===== src/sv/qrs_pkg.sv =====
// Shared types, widths and the saturation helper function of the quadratic root solver.
`timescale 1ns / 1ps
package qrs_pkg;

	// Square root: 34 result bits over a 68-bit radicand.
	localparam int SQ_W    = 34;
	localparam int SQ_RADW = 2 * SQ_W;
	localparam int SQ_RW   = SQ_W + 4;

	// Long division: 34-bit divisor, 33 quotient bits before saturation.
	localparam int DIV_DW = 34;
	localparam int DIV_QB = 33;

	typedef struct packed {
		logic [SQ_RADW-1:0] rad;
		logic [SQ_RW-1:0]   rem;
		logic [SQ_W-1:0]    root;
	} sqrt_slot_t;

	typedef struct packed {
		logic [DIV_DW-1:0] rem;
		logic [DIV_QB-1:0] low;
		logic [DIV_DW-1:0] dv;
		logic [DIV_QB-1:0] quo;
	} div_slot_t;

	typedef struct packed {
		logic        an;
		logic        bn;
		logic        cn;
		logic        dneg;
		logic [31:0] am;
		logic [31:0] bm;
		logic [31:0] cm;
	} qrs_side_t;

	typedef struct packed {
		logic dneg;
		logic use_a;
		logic use_c;
		logic neg_a;
		logic neg_c;
		logic ovf_a;
		logic ovf_c;
	} qrs_flag_t;

	// Sign and magnitude to a saturated 32-bit two's complement value.
	function automatic logic [31:0] qrs_sat(input logic neg, input logic ovf,
			input logic [DIV_QB-1:0] q);
		logic big;
		big = ovf | q[32] | q[31];
		if (big)
			qrs_sat = neg ? 32'h8000_0000 : 32'h7FFF_FFFF;
		else
			qrs_sat = neg ? (32'd0 - q[31:0]) : q[31:0];
	endfunction

endpackage


===== src/sv/qrs_div_cell.sv =====
// One restoring step of unsigned long division, registered.
`timescale 1ns / 1ps
module qrs_div_cell (
	input  logic              clk,
	input  logic              en,
	input  qrs_pkg::div_slot_t din,
	output qrs_pkg::div_slot_t dout
);
	import qrs_pkg::*;

	logic [DIV_DW:0] t;
	logic [DIV_DW:0] diff;
	logic            ge;

	always_comb begin
		t    = {din.rem, din.low[DIV_QB-1]};
		diff = t - {1'b0, din.dv};
		ge   = t >= {1'b0, din.dv};
	end

	always_ff @(posedge clk) begin
		if (en) begin
			dout.rem <= ge ? diff[DIV_DW-1:0] : t[DIV_DW-1:0];
			dout.low <= {din.low[DIV_QB-2:0], 1'b0};
			dout.dv  <= din.dv;
			dout.quo <= {din.quo[DIV_QB-2:0], ge};
		end
	end

endmodule

===== config.mk =====
export PLATFORM = sky130hd
export DESIGN_NAME = qrs_div_cell
export DESIGN_NICKNAME = d
export VERILOG_FILES = /design/src/sv/qrs_pkg.sv /design/src/sv/qrs_div_cell.sv
export SDC_FILE = /design/constraint.sdc
export NUM_CORES = 1
export LEC_CHECK = 0
export BUFFER_PORTS_ARGS = -buffer_cell sky130_fd_sc_hd__buf_2
export CAP_MARGIN = 20
export CORE_ASPECT_RATIO = 0.75
export CORE_MARGIN = 2
export CORE_UTILIZATION = 48
export CTS_CLUSTER_SIZE = 12
export DETAILED_ROUTE_END_ITERATION = 8
export GPL_ROUTABILITY_DRIVEN = 0
export GPL_TIMING_DRIVEN = 0
export PLACE_DENSITY = 0.91
export SETUP_SLACK_MARGIN = 0.2
export SLEW_MARGIN = 20
export SYNTH_ARGS = -nofsm -noshare
export SYNTH_HDL_FRONTEND = slang
export SYNTH_SLANG_ARGS = --single-unit

===== constraint.sdc =====
create_clock -name clk -period 3.6 [get_ports clk]
set_input_delay 0.36 -clock clk [delete_from_list [all_inputs] [get_ports clk]]
set_output_delay 0.36 -clock clk [all_outputs]
set_load 0.02 [all_outputs]

# Yosys cells after proc, flatten, opt, wreduce, memory -nomap -nowiden
# Index checks and enable logic that the tools add are counted.
# op_classes
n_addsub	1
n_lt_le_gt_ge	1
n_mux	1
# op_table
operator	n
$ge A35 B34 Y1	1
$mux W34	1
$sub A34 B34 Y34	1
# totals
ff_bits	133
input_bits	136
out_inout_bits	134
wordCells	7

# Logic depth before layout (Yosys ltp)
# logic_depth
ltp_word	2
ltp_mapped	13
depth_no_buf	12

# Worst setup path after synthesis
# No wires, ideal clock.
# synth_timing
path_kind	input to register
from	input port din[99] in the netlist's numbering
to	register dout[132] in the netlist's numbering, data pin
setup_time_ps	255
arrival_ps	2577
required_ps	3345
slack_ps	768
cell_stages	12
path_cell_list	inv_1 -> ha_1 -> inv_1 -> fa_1 -> a21oi_1 -> o211ai_1 -> a211oi_2 -> o22ai_1 -> o2111ai_1 -> a41oi_1 -> or3_1 -> a31o_1
# synth_between
elab_chain_cells	2
# synth_rtl
element	line	text
start, declared	qrs_div_cell.sv:6	input qrs_pkg::div_slot_t din,
$sub A34 B34 Y34 / $ge A35 B34 Y1 (equally long branches)	qrs_div_cell.sv:17, qrs_div_cell.sv:18	
$mux W34 (*)	qrs_div_cell.sv:23	dout.rem <= ge ? diff[DIV_DW-1:0] : t[DIV_DW-1:0];
end, declared	qrs_div_cell.sv:7	output qrs_pkg::div_slot_t dout
# Every way passes the cells marked *; elsewhere a longest branch is shown, timed or not.
# A chain may end at the register's enable or synchronous reset.

# Worst setup path after layout
# Ends and elaborated chain as after synthesis.

==> results_dict.tcl <==
set metrics [dict create \
    critPathLaunch "din[99]" \
    viasPerCell 5.388 \
    wl_per_cell_um 19.43 \
    wl_um 19180 \
    stdcell_count 987 \
    cp_cell_sequence "buf_2, inv_1, ha_1, inv_1, fa_1, a21oi_1, o211ai_1, a211oi_2, o22ai_1, o2111ai_1, a41oi_1, or3_1, a31o_1" \
    cts_tree "built" \
    die_w_um 137.1 \
    die_h_um 103.8 \
    synth_most_common_cell "edfxtp_1" \
    syn_nets 685 \
    tightestPinTransition_ns 0.5518 \
    leakage_uw 0.003764 \
    critPathSlowestCell "a211oi_2" \
    grt_pass1_vias 5159 \
    final_nets 972 \
    async_flop_share_pct 0 \
    synth_cell_types 57 \
    coreArea_mm2 0.01297 \
    cts_root_buffer "clkbuf_16" \
    reg_top3 "dout (133)" \
    largest_register "dout" \
    cts_buffers 17 \
    cp_common_cell "inv_1" \
    period_share_pct 86.99 \
    ys.flop_type "edfxtp_1" \
    p_per_area_mw_per_mm2 533.5 \
    yosysSeqAreaShare_pct 62.63 \
    maxCapViolations 0 \
    worstSetupEndpoint "dout[132]$_DFFE_PP_" \
    drc 0 \
    cts_sinks 133 \
    clkSlewWorstSetupHoldPaths_ns 0.06 \
    max-slew-margin-rel_pct 63.21 \
    synth_area_leaders "edfxtp_1 (63%), ha_1 (6.7%), o21ai_0 (3.5%)" \
    slew_violations 0 \
    drive_gt1_share_pct 39.80 \
    worstSetupEndpointType "register" \
    largest_reg_flops 133 \
    post-dp-hpwl_um 14310 \
    tns_ns 0 \
    initial_utilization_pct 49.16 \
    outcome "finished clean" \
    irDropWorstVdd_mv 0.3280 \
    cts.path.max_buffers 2 \
    syn-instance-count 514 \
    ioPinCount 270 \
    dr.pass1.iters 5 \
    overflow 0 \
    slowest_delay_ns 0.48 \
    synth_top_area_cell "edfxtp_1" \
    first_iter_violations 467 \
    worstSetupStartpointType "input pin" \
    synth-edff-count 133 \
    synthesis.area_mm2 0.006377 \
    crit_fanout 4 \
    syn_area_per_cell_um2 12.41 \
    num_vias 5318 \
    grt_pass1_wl_um 27690 \
    cts_max_level 4 \
    cts_setup_buffers 0 \
    synth_top_area_share_pct 62.63 \
    crit_required_ns 3.77 \
    grt.total_usage_pct 26.25 \
    finalSetupViolCount 0 \
    timing.fmax_ghz 0.3193 \
    place_inst 953 \
    cp_data_arrival_time_ns 3.30 \
    antenna_found_initial 3 \
    rows 36 \
    ys_top_cells_by_count "edfxtp_1 (133), nand2_1 (52), o21ai_0 (44), inv_1 (41), ha_1 (34)" \
    worstHoldPathType "input pin to register" \
    portBuffers 267 \
    area_delta_synth_final_pct 33.88 \
    die_area_mm2 0.01423 \
    synth_seq_cells 133 \
    cts_resized 0 \
    postCtsHoldBufs 0 \
    crit_type "input pin to register" \
    period_minus_slack_ns 3.132 \
    antenna_left 0 \
    grt_setup_unrepaired "no" \
    ys_warn_count 0 \
    hold_viol_final 0 \
    grt_max_degree 79 \
]
report_power, final:
| part | internal (uW) | switching, uW | total (uW) | leakage [uW] |
|---|---|---|---|---|
| sequential | 1890 | 45.5 | 1940 | 0.00130 |
| clock | 968 | 710 | 1680 | 0.000277 |
| combinational | 334 | 604 | 938 | 0.00219 |
| total | 3190 | 1360 | 4550 | 0.00376 |
worst min-delay path by stage:
stage            start                 end  slack [ns]  depth (start not counted)
2_1_floorplan   din[9]  dout[10]$_DFFE_PP_        0.46                          0
3_3_place_gp   din[71]  dout[72]$_DFFE_PP_        0.54                          1
3_5_place_dp   din[75]  dout[76]$_DFFE_PP_        0.54                          1
4_1_cts         din[8]   dout[9]$_DFFE_PP_         0.1                          1
5_1_grt        din[90]  dout[91]$_DFFE_PP_        0.09                          1
6_report        din[8]   dout[9]$_DFFE_PP_        0.11                          1
per-layer routing:
layer | share of wire [%] | track usage (%) | vias up | routed length (um)
met5 | 0.068 | 0 | - | 13
met4 | 3.4 | 11.56 | 2 | 652
met3 | 12 | 9.496 | 46 | 2213
met2 | 49 | 44.99 | 316 | 9479
met1 | 36 | 29.02 | 2478 | 6818
li1 | - | - | 2476 | -
kinds of logic (layout without fill, tap and decap cells):
kind of cell,count (synthesis),in the layout,synth area share (%)
buffers and inverters,64,364,4.434
other,1,3,0.05880
multiplexers,4,4,0.7062
AND/OR/NAND/NOR,117,117,8.358
flip-flops,133,133,62.63
XOR/XNOR,29,29,3.983
AO/OA/AOI/OAI,131,131,12.85
adder cells (fa/ha/maj),35,35,6.985
stage by stage:
stage / setup slack [ns] / hold slack, ns / total power [uW] / utilization [%] / area (um^2)
after floorplan: 0.7682 / 0.4589 / 2518 / - / 6377
after global placement: 0.1711 / 0.5369 / 2850 / 61.11 / 7928
after detailed placement: 0.1293 / 0.5383 / 2890 / 61.37 / 7961
after CTS: 0.5690 / 0.09600 / 4573 / 65.78 / 8533
after global routing: 0.3399 / 0.09400 / 4721 / 65.82 / 8538
final: 0.4684 / 0.1127 / 4555 / 65.82 / 8538
layout by cell type (no fill, tap or decap), types with 4 or more instances in the layout:
cell and count:
o211ai_1 4, inv_1 41, a21oi_1 32, xnor2_1 16, o21bai_1 4, a21o_1 11, ha_1 34, and2_1 4
nand2b_1 4, nand2_1 52, buf_2 270, clkbuf_16 17, o21ai_1 4, buf_4 4, nand3_1 7, xor2_1 13
o21ai_0 44, clkbuf_1 9, nand4_1 9, nor2_1 22, inv_6 5, o31ai_1 4, edfxtp_1 133, nor3_1 6
worst max-delay path, delay by kind of cell:
kind,cells,cell delay (ns)
adder cells (fa/ha/maj),2,0.55
AND/OR/NAND/NOR,1,0.34
buffers and inverters,3,0.21
AO/OA/AOI/OAI,7,1.85
final cells by class:
type	instances	area [um^2]
fillers	944	4434
flip-flops and latches	133	3994
multi-input cells	317	2101
repair buffers	268	1370
clock buffers	17	425.4
well taps	171	214.0
inverters	42	157.7
clock inverters	15	146.4
plain buffers	22	125.1
diodes	2	5.005
(Power assumes the default switching activity.)
