File: src/sv/qrs_pkg.sv
// Shared types, widths and the saturation helper function of the quadratic root solver.
`timescale 1ns / 1ps
package qrs_pkg;

	// Square root: 34 result bits over a 68-bit radicand.
	localparam int SQ_W    = 34;
	localparam int SQ_RADW = 2 * SQ_W;
	localparam int SQ_RW   = SQ_W + 4;

	// Long division: 34-bit divisor, 33 quotient bits before saturation.
	localparam int DIV_DW = 34;
	localparam int DIV_QB = 33;

	typedef struct packed {
		logic [SQ_RADW-1:0] rad;
		logic [SQ_RW-1:0]   rem;
		logic [SQ_W-1:0]    root;
	} sqrt_slot_t;

	typedef struct packed {
		logic [DIV_DW-1:0] rem;
		logic [DIV_QB-1:0] low;
		logic [DIV_DW-1:0] dv;
		logic [DIV_QB-1:0] quo;
	} div_slot_t;

	typedef struct packed {
		logic        an;
		logic        bn;
		logic        cn;
		logic        dneg;
		logic [31:0] am;
		logic [31:0] bm;
		logic [31:0] cm;
	} qrs_side_t;

	typedef struct packed {
		logic dneg;
		logic use_a;
		logic use_c;
		logic neg_a;
		logic neg_c;
		logic ovf_a;
		logic ovf_c;
	} qrs_flag_t;

	// Sign and magnitude to a saturated 32-bit two's complement value.
	function automatic logic [31:0] qrs_sat(input logic neg, input logic ovf,
			input logic [DIV_QB-1:0] q);
		logic big;
		big = ovf | q[32] | q[31];
		if (big)
			qrs_sat = neg ? 32'h8000_0000 : 32'h7FFF_FFFF;
		else
			qrs_sat = neg ? (32'd0 - q[31:0]) : q[31:0];
	endfunction

endpackage

File: src/sv/qrs_sqrt_cell.sv
// One restoring step of the integer square root, registered.
`timescale 1ns / 1ps
module qrs_sqrt_cell (
	input  logic               clk,
	input  logic               en,
	input  qrs_pkg::sqrt_slot_t din,
	output qrs_pkg::sqrt_slot_t dout
);
	import qrs_pkg::*;

	logic [SQ_RW-1:0] t;
	logic [SQ_RW-1:0] trial;
	logic             ge;

	always_comb begin
		t     = {din.rem[SQ_RW-3:0], din.rad[SQ_RADW-1 -: 2]};
		trial = {2'b00, din.root, 2'b01};
		ge    = t >= trial;
	end

	always_ff @(posedge clk) begin
		if (en) begin
			dout.rad  <= {din.rad[SQ_RADW-3:0], 2'b00};
			dout.rem  <= ge ? (t - trial) : t;
			dout.root <= {din.root[SQ_W-2:0], ge};
		end
	end

endmodule

File: config.mk
export PLATFORM = sky130hd
export DESIGN_NAME = qrs_sqrt_cell
export DESIGN_NICKNAME = d
export VERILOG_FILES = /design/src/sv/qrs_pkg.sv /design/src/sv/qrs_sqrt_cell.sv
export SDC_FILE = /design/constraint.sdc
export NUM_CORES = 1
export LEC_CHECK = 0
export BUFFER_PORTS_ARGS = -buffer_cell sky130_fd_sc_hd__buf_2
export CORE_UTILIZATION = 45
export DETAILED_ROUTE_END_ITERATION = 10
export PLACE_DENSITY_LB_ADDON = 0.12
export RECOVER_POWER = 25
export SLEW_MARGIN = 20
export SYNTH_ARGS = -nofsm -noshare
export SYNTH_HDL_FRONTEND = slang
export SYNTH_SLANG_ARGS = --single-unit
File: constraint.sdc
create_clock -name clk -period 4.61 [get_ports clk]
set_input_delay 0 -clock clk [delete_from_list [all_inputs] [get_ports clk]]
set_output_delay 0 -clock clk [all_outputs]
set_load 0.05 [all_outputs]
; ---- Yosys cells after proc, flatten, opt, wreduce, memory -nomap -nowiden
; Index checks and enable logic that the tools add are counted.
[op_classes]
order_cmp = 1
add_sub_neg = 1
n_mux = 1
[op_table]
columns = operator, count
row1 = 38-bit by 36-bit greater-or-equal comparator with 1-bit output, 1
row2 = 38-bit two-way mux, 1
row3 = 38-bit by 36-bit subtractor with 38-bit output, 1
[word_totals]
ff_bits = 138
out_inout_bits = 140
word_cells = 6

; ---- Longest topological paths before layout
; Gate-level depths: netlist (run 1).
[depth]
depth_word = 2
mapped_depth = 15
ltp_nobuf = 11

; ---- Worst setup path before layout (run 1)
; OpenSTA, ideal clock, no wires.
[synth_path]
path_type = input-to-reg
from = input din[11] (netlist bit)
to = register dout[62] (netlist bit) (data pin)
stages = 15
path_slack_ns = 2.244
t_required_ns = 4.352
arrival_time_ns = 2.108
setup_ns = 0.258
cell_sequence = inv_1 ha_1 buf_2 and3_1 buf_2 and4_4 nand3_1 o21ai_1 or3_1 o21ai_4 inv_2 buf_6 buf_6 nor2_1 a21oi_1
[synth_between]
elab_chain_cells = 2
[synth_lines]
columns = item, line_no
row1 = start: declaration, qrs_sqrt_cell.sv:6  ; input qrs_pkg::sqrt_slot_t din,
row2 = 38-bit by 36-bit subtractor with 38-bit output / 38-bit by 36-bit greater-or-equal comparator with 1-bit output (equally long branches), "qrs_sqrt_cell.sv:24, qrs_sqrt_cell.sv:18"
row3 = 38-bit two-way mux (*), qrs_sqrt_cell.sv:24  ; dout.rem <= ge ? (t - trial) : t;
row4 = end: declaration, qrs_sqrt_cell.sv:7  ; output qrs_pkg::sqrt_slot_t dout
; Mark *: on every way between the ends. The rest lies on a longest branch, timed or not.
; A chain may end at the register's enable or synchronous reset.

; ---- Worst setup path after layout (run 1)
[layout_path]
from = input din[13] (netlist bit)
to = register dout[71] (netlist bit) (data pin)
; Same word-level chain as after synthesis.

==> results of run 1 <==
power breakdown:
part | switching [W] | total [W] | internal (W)
clock network | 0.000561 | 0.00131 | 0.000752
registers | 0.0000350 | 0.00158 | 0.00154
logic | 0.000811 | 0.00116 | 0.000351
total | 0.00141 | 0.00405 | 0.00265
through the flow:
stage,worst slack [ps],util [%]
6_report,1440,69.8
5_1_grt,1160,69.8
4_1_cts,1460,70.2
3_5_place_dp,1600,57.0
3_3_place_gp,1610,57.0
2_1_floorplan,2240,-
cell families after synthesis:
family / after synthesis
AOI/OAI and AO/OA: 148
xor gates and xnor gates: 31
adders and majority gates: 36
buffers and inverters: 65
DFF: 138
muxes: 3
other: 1
and+or+nand+nor: 142
final timing paths:
check                   start       end  slack [ps]  cells after the start
worst max-delay path  din[13]  dout[71]        1440                     11
worst min-delay path       en  dout[66]         140                      1
routing by layer:
metal | global-route usage [%] | up-vias
met3 | 6.29 | 43
met5 | 0 | -
met2 | 45.9 | 240
li1 | - | 2913
met1 | 30.9 | 2798
met4 | 10.8 | 0
timing repair:
action | 4_1_cts | 5_1_grt
setup buffers | 0 | 0
resized for setup | 0 | 0
hold buffers | 137 | 0
endpoints found under the hold margin | 137 | 0
layout make-up:
cell class	count	area, µm²
Clock buffer	17	425
Inverter	43	161
Clock inverter	14	138
Tap cell	184	230
Timing Repair Buffer	416	2730
Fill cell	1096	4420
Sequential cell	138	4140
Multi-Input combinational cell	362	2400
placed cells by master, fill, tap and decap left out, types with 3 or more instances in the layout:
cell           Yosys  final
dlygate4sd3_1      0    137
nand3_1            7      7
inv_1             42     42
o211ai_1           7      7
clkbuf_1           7     39
o31ai_1            6      6
o21bai_1           3      3
o21a_1             5      5
o21ai_0           25     25
clkinvlp_4         0      4
nand2b_1           4      4
nor3_1            13     13
and3_1             5      5
clkbuf_16          0     17
nor2_1            44     44
a21o_1            23     23
a21oi_1           47     47
buf_2              9    235
edfxtp_1         138    138
nor2b_1            3      3
a31oi_1            7      7
o21ai_1            3      3
and2_1             6      6
inv_6              0      6
mux2i_1            3      3
ha_1              36     36
nand2_1           43     43
xor2_1            19     19
nand4_1            8      8
xnor2_1           12     12
==> flow_summary.yaml, run 1 <==
status:
  violations: "DRC"
  status: "complete, but fails checks"
place:
  place.gp.congestion: 0.838
  port_buffers: 277
  dpl_cell_area_um2: 8340
  hpwl_um: 13600
  dp_cells: 1006
synth:
  synth_flop_cell: "edfxtp_1"
  synth-compound-area-share_pct: 14.3
  yosysWarnings: 0
  avgSynthCellArea_um2: 12.1
  synth_xor_area_share_pct: 3.98
  synth-async-reset-ratio_pct: 0
  synth_edf_count: 138
  synth-seq-cells: 138
  synth_area_um2: 6820
  synthCells: 564
  synthAdderAreaFrac_pct: 6.60
  muxShareOfSynthArea_pct: 0.440
  ys_seq_area_share_pct: 60.7
  synthSimpleGateAreaFrac_pct: 9.72
  synth_area_leaders: "edfxtp_1 (61%), ha_1 (6.6%), a21oi_1 (3.4%)"
  synth.top_cell.area_share_pct: 60.7
  synth_top_cell_by_area: "edfxtp_1"
  synth_common_cells: "edfxtp_1 (138), a21oi_1 (47), nor2_1 (44), nand2_1 (43), inv_1 (42)"
  yosysMostFrequentCell: "edfxtp_1"
  synth_top_family_by_area: "compound AO/OA/AOI/OAI gates"
  synth_cell_types: 59
routing:
  route.detailed.drc: 46
  drt-initial-drc-count: 386
  num_vias: 5994
  dr.pass1.iters: 8
  wl_met3_um: 1260
  detail-route-antenna-nets: 0
  wl_per_cell_um: 17.2
  met2WireLength_um: 10200
  finalWirelength_um: 20200
  wl_met1_um: 8060
  vias_per_cell: 5.11
  routed.top_layer: "met4"
final_layout:
  largest_reg_flops: 138
  reg_top3: "dout (138)"
  num_antenna_cells: 0
  syn2layout_area_growth_pct: 49.9
  final_area_um2: 10200
  design.final.nets: 1156
  final_cells: 1174
  top_register: "dout"
  layout-drive-gt1-share_pct: 28.6
timing:
  fin_tns_setup_ps: 0
  setup_viol_count_final: 0
  worstMarginPinSlew_ps: 891
  post-route-period-util_pct: 68.7
  hold_violations: 0
  fin_worst_hold_slack_ps: 140
  rsz0062_at_grt: "no"
  fmax_mhz: 316
  slew_violations: 0
  max_slew_margin_pct: 40.6
  final.min_clock_period_ps: 3170
cts:
  clkSinkCount: 138
  cts_buffers: 17
  cts_tree: "yes"
  cts_buffer_depth: 2
  path_clk_slew_ps: 60
  root_buffer: "clkbuf_16"
  htreeDepth: 4
worst_setup_path:
  end_kind: "flop"
  setup.worst_path.start_class: "primary input"
  timing.critical_path.buf_inv: 3
  path_cells: "dlygate4sd3_1 > clkbuf_1 > inv_1 > ha_1 > and3_1 > nand2_1 > a2111oi_0 > nor3_1 > nor3b_1 > a211oi_1 > xor2_1"
  cpLargestDelayFamily: "simple AND/OR/NAND/NOR gates"
  worst-path-max-fanout: 7
  timing_worst_setup_path_type: "primary input to flop"
  cp_slowest_stage_delay_ps: 740
  critPathSlowestCell: "a2111oi_0"
  crit_required_ps: 4770
  cp.arrival_ps: 3320
power_and_ir_drop:
  ir_drop_mv: 0.269
  power.total_w: 0.00405
  leakage_nw: 4.49
  power.density_nw_per_um2: 396
floorplanning:
  die_x_um: 125
  ios: 282
  rows: 44
  core_um2: 14600
  start_util_pct: 46.6
  chipHeight_um: 125
  die_area_um2: 15700
global_route:
  grt_pass1_wl_um: 31700
  grt_max_degree: 96
  grt_util_all_layers_pct: 26.2
  grt_overflow: 0
  grt_pass1_vias: 5979
  antenna_found_initial: 0
worst_hold_path:
  hp-class: "primary input to flop"
job:
  maxCapViolCount: 0
Power figures use the tool's default switching activity.
==> inputs of run 2 (changes only) <==
- CORE_UTILIZATION: 45 -> 44
- clock period: 4.61 -> 2.57 ns (I/O delays scaled with it)
==> flow_summary.yaml, run 2 (synthesis results as in run 1) <==
status:
  status: "finished, final reports clean"
timing:
  worstMarginPinSlew_ps: 1440
  max_slew_margin_pct: 3.70
  final.min_clock_period_ps: 2430
  setup_viol_count_final: 0
  post-route-period-util_pct: 94.4
  fin_tns_setup_ps: 0
  hold_violations: 0
  fmax_mhz: 412
  slew_violations: 0
  rsz0062_at_grt: "no"
worst_setup_path:
  cp.arrival_ps: 2600
  crit_end: "dout[68]"
  setup.worst_path.start_class: "primary input"
  critPathSlowestCell: "dlygate4sd3_1"
  end_kind: "flop"
  timing_worst_setup_path_type: "primary input to flop"
  crit_start: "din[31]"
  crit_required_ps: 2750
  path_cells: "dlygate4sd3_1 > buf_2 > inv_1 > ha_1 > and4_4 > and3_2 > nand3_1 > o21ai_2 > or3_4 > o21ai_4 > inv_2 > buf_4 > mux2i_1 > nor2_1"
  cp_slowest_stage_delay_ps: 520
  worst-path-max-fanout: 5
final_layout:
  top_register: "dout"
  syn2layout_area_growth_pct: 58.5
  final_cell_mix: "buf_2 (273), edfxtp_1 (138), dlygate4sd3_1 (136)"
  fillCellCount: 1110
  final_common_cell: "buf_2"
  final_area_um2: 10800
  design.final.nets: 1220
  reg_top3: "dout (138)"
  largest_reg_flops: 138
  layout-drive-gt1-share_pct: 37.1
  final_cells: 1244
  final_util_pct: 71.4
  seqCellArea_um2: 4140
  multiInputGateArea_um2: 2440
routing:
  finalWirelength_um: 20800
  drt-initial-drc-count: 292
  route.detailed.drc: 0
  detail-route-antenna-nets: 0
  num_vias: 6243
  wl_per_cell_um: 16.7
  dr.pass1.iters: 5
  vias_per_cell: 5.02
floorplanning:
  die_x_um: 127
  die_area_um2: 16000
  start_util_pct: 45.1
  ios: 282
  chipHeight_um: 127
  core_um2: 15100
  rows: 45
power_and_ir_drop:
  power.density_nw_per_um2: 680
  ir_drop_mv: 0.483
  leakage_nw: 4.91
place:
  place.gp.congestion: 0.839
  hpwl_um: 14300
  dpl_cell_area_um2: 8860
  port_buffers: 277
  dp_cells: 1075
global_route:
  antenna_found_initial: 1
  grt_pass1_vias: 6183
  grt_util_all_layers_pct: 26.1
  grt_pass1_wl_um: 31700
  grt_max_degree: 61
  grt_overflow: 0
cts:
  clkSinkCount: 138
  cts_buffers: 17
  cts_buffer_depth: 2
  htreeDepth: 4
  cts_tree: "yes"
  root_buffer: "clkbuf_16"
  path_clk_slew_ps: 70
job:
  maxCapViolCount: 0
worst_hold_path:
  hp-class: "primary input to flop"
-- run 2: cell types whose count changed in the layout (fill, tap and decap cells not counted), moves of 2 or more --
| cell | before | now |
|---|---|---|
| buf_12 | 0 | 2 |
| buf_2 | 235 | 273 |
| buf_4 | 2 | 65 |
| clkbuf_1 | 39 | 3 |
| ha_1 | 36 | 34 |
| ha_4 | 0 | 2 |
-- run 2: power by group --
part,internal [W],total [W],switching [W],leakage [nW]
Combinational,0.000746,0.00223,0.00148,3.29
Sequential,0.00277,0.00283,0.0000619,1.35
Clock,0.00127,0.00230,0.00103,0.262
-- run 2: per-stage QoR --
stage | hold WS (ps) | total power, W | setup WS (ps)
after floorplan | 98.9 | 0.00427 | 204
after global placement | 178 | 0.00489 | -200
after detailed placement | 178 | 0.00491 | -299
after CTS | 17.4 | 0.00738 | 23.1
after global routing | 29.4 | 0.00764 | 31.2
final | 35.9 | 0.00735 | 144
-- run 2: worst min-delay path by stage --
stage / start / endpoint / slack, ps / cells past startpoint
global route: din[138] / dout[34] / 30 / 3
global placement: din[99] / dout[101] / 180 / 1
finish: din[138] / dout[34] / 40 / 3
floorplan: din[98] / dout[100] / 100 / 0
detailed placement: din[133] / dout[135] / 180 / 1
CTS: din[138] / dout[34] / 20 / 3
-- run 2: cell type report --
type / instances / share of cell area (%)
clock buffer: 17 / 3.93
timing repair buffer: 480 / 30.3
multi-input combinational: 362 / 22.6
sequential: 138 / 38.3
clock inverter: 15 / 1.24
tap: 188 / 2.17
inverter: 43 / 1.49
antenna: 1 / 0.0231
-- run 2: routing by layer --
layer | track usage (%) | share of wire [%] | vias up
met5 | 0 | 0 | -
met4 | 10.3 | 2.1 | 0
met3 | 6.58 | 6.4 | 33
met2 | 47.0 | 52 | 238
met1 | 29.6 | 39 | 2925
li1 | - | - | 3047
-- run 2: what timing repair did --
action                                  4_1_cts  5_1_grt
endpoints found under the setup margin        0       31
buffers inserted                              0        0
endpoints found under the hold margin       136        0
hold buffers                                136        0
resized for setup                             0        9
-- run 2: worst max-delay path: cells and delay by family --
| family | cells | cell delay [ps] |
|---|---|---|
| simple gates | 5 | 940 |
| buf+inv | 5 | 910 |
| fa+ha+maj | 1 | 300 |
| compound gates | 2 | 300 |
| mux | 1 | 140 |
==> inputs of run 3 (changes only) <==
- PLACE_DENSITY: unset -> 0.77
- PLACE_DENSITY_LB_ADDON: 0.12 -> unset
==> flow_summary.yaml, run 3 (synthesis results as in run 1) <==
status:
  status: "complete, but fails checks"
  violations: "capacitance limit, slew limit"
job:
  maxCapViolCount: 1
final_layout:
  design.final.nets: 1222
  final_common_cell: "buf_2"
  largest_reg_flops: 138
  multiInputGateArea_um2: 2420
  final_cell_mix: "buf_2 (271), edfxtp_1 (138), dlygate4sd3_1 (137)"
  reg_top3: "dout (138)"
  fillCellCount: 1031
  syn2layout_area_growth_pct: 58.9
  final_util_pct: 71.6
  final_area_um2: 10800
  layout-drive-gt1-share_pct: 36.8
  top_register: "dout"
  seqCellArea_um2: 4140
worst_hold_path:
  hold_end: "dout[35]"
  hp-class: "primary input to flop"
  holdCritStartpoint: "din[138]"
  min_path_cells: 4
cts:
  path_clk_slew_ps: 70
  clkSinkCount: 138
  cts_tree: "yes"
  cts_buffers: 17
  cts_buffer_depth: 2
  htreeDepth: 4
  root_buffer: "clkbuf_16"
routing:
  finalWirelength_um: 21600
  vias_per_cell: 5.07
  route.detailed.drc: 0
  num_vias: 6332
  wl_per_cell_um: 17.3
  dr.pass1.iters: 4
  drt-initial-drc-count: 290
  detail-route-antenna-nets: 0
power_and_ir_drop:
  power.density_nw_per_um2: 688
  ir_drop_mv: 0.456
  power_switching_w: 0.00266
  clkPwrFrac_pct: 31.9
  pwr-share-seq_pct: 37.9
  pwr-share-comb_pct: 30.2
  leakage_nw: 4.93
  p_int_w: 0.00481
  switching_share_pct: 35.6
global_route:
  grt_overflow: 0
  antenna_found_initial: 3
  grt_pass1_wl_um: 32400
  grt_max_degree: 53
  grt_pass1_vias: 6373
  grt_util_all_layers_pct: 26.8
place:
  hpwl_um: 14000
  port_buffers: 277
  dpl_cell_area_um2: 8840
  pre_cts_ws_ps: -218
  place.gp.congestion: 0.901
worst_setup_path:
  timing.critical_path.buf_inv: 3
  worst-path-max-fanout: 6
  end_kind: "flop"
  timing_worst_setup_path_type: "primary input to flop"
  cp_slowest_stage_delay_ps: 530
  path_cells: "dlygate4sd3_1 > buf_2 > ha_1 > and4_1 > and3_4 > nand3_1 > o21ai_1 > a311o_1 > o21ai_4 > buf_4 > nor4_2 > xor2_1"
  cpLargestDelayFamily: "simple AND/OR/NAND/NOR gates"
  setup.worst_path.start_class: "primary input"
  crit_required_ps: 2740
  cp.arrival_ps: 2690
  critPathSlowestCell: "dlygate4sd3_1"
timing:
  worstMarginPinSlew_ps: 2130
  final.min_clock_period_ps: 2530
  max_slew_margin_pct: -42.2
  fin_ws_ps: 40.6
  fmax_mhz: 395
  post-route-period-util_pct: 98.4
  setup_viol_count_final: 0
  fin_worst_hold_slack_ps: 127
  hold_violations: 0
  slew_violations: 45
  fin_tns_setup_ps: 0
floorplanning:
  rows: 45
  die_area_um2: 16000
  start_util_pct: 45.1
  chipHeight_um: 127
  ios: 282
  core_um2: 15100
  die_x_um: 127
run 3: layer usage:
layer | up-vias | track usage [%] | wire [µm]
li1 | 3051 | - | -
met3 | 73 | 5.61 | 1340
met1 | 2926 | 29.7 | 8350
met4 | 0 | 18.8 | 1210
met5 | - | 0 | 0
met2 | 282 | 46.1 | 10700
run 3: how the worst max path moves through the flow:
stage	from	endpoint	cells past startpoint
floorplan	din[11]	dout[62]	15
global placement	din[2]	dout[71]	11
detailed placement	din[2]	dout[71]	11
CTS	din[64]	dout[68]	13
global route	din[64]	dout[70]	12
finish	din[64]	dout[70]	12
run 3: timing repair:
action	in CTS	in global routing
buffers inserted	0	4
endpoints found under the setup margin	0	28
hold buffers	137	0
hold endpoints to repair	137	0
gates resized for setup	0	10
run 3: power by group through the flow:
stage | Sequential, W | Clock (W) | Combinational, W
floorplan | 0.00370 | 0 | 0.000571
global placement | 0.00286 | 0 | 0.00203
detailed placement | 0.00287 | 0 | 0.00204
CTS | 0.00282 | 0.00241 | 0.00222
global route | 0.00284 | 0.00251 | 0.00238
finish | 0.00283 | 0.00238 | 0.00226
run 3: per-stage QoR:
step	power [W]	std cells
after global placement	0.00488	1072
after global routing	0.00774	1246
after CTS	0.00744	1241
after detailed placement	0.00491	1072
after floorplan	0.00427	565
final	0.00746	1248
run 3: cell type report:
cell class / instances / share of cell area [%]
Inverter: 43 / 1.49
Tap cell: 188 / 2.17
Clock buffer: 17 / 3.92
Antenna cell: 3 / 0.0693
Multi-Input combinational cell: 362 / 22.3
Timing Repair Buffer: 482 / 30.4
Clock inverter: 15 / 1.40
Sequential cell: 138 / 38.2
run 3: tightest hold or removal path: cells and delay by family:
kind	cells	cell delay [ps]
compound gates	1	50
fa+ha+maj	1	140
buf+inv	2	190
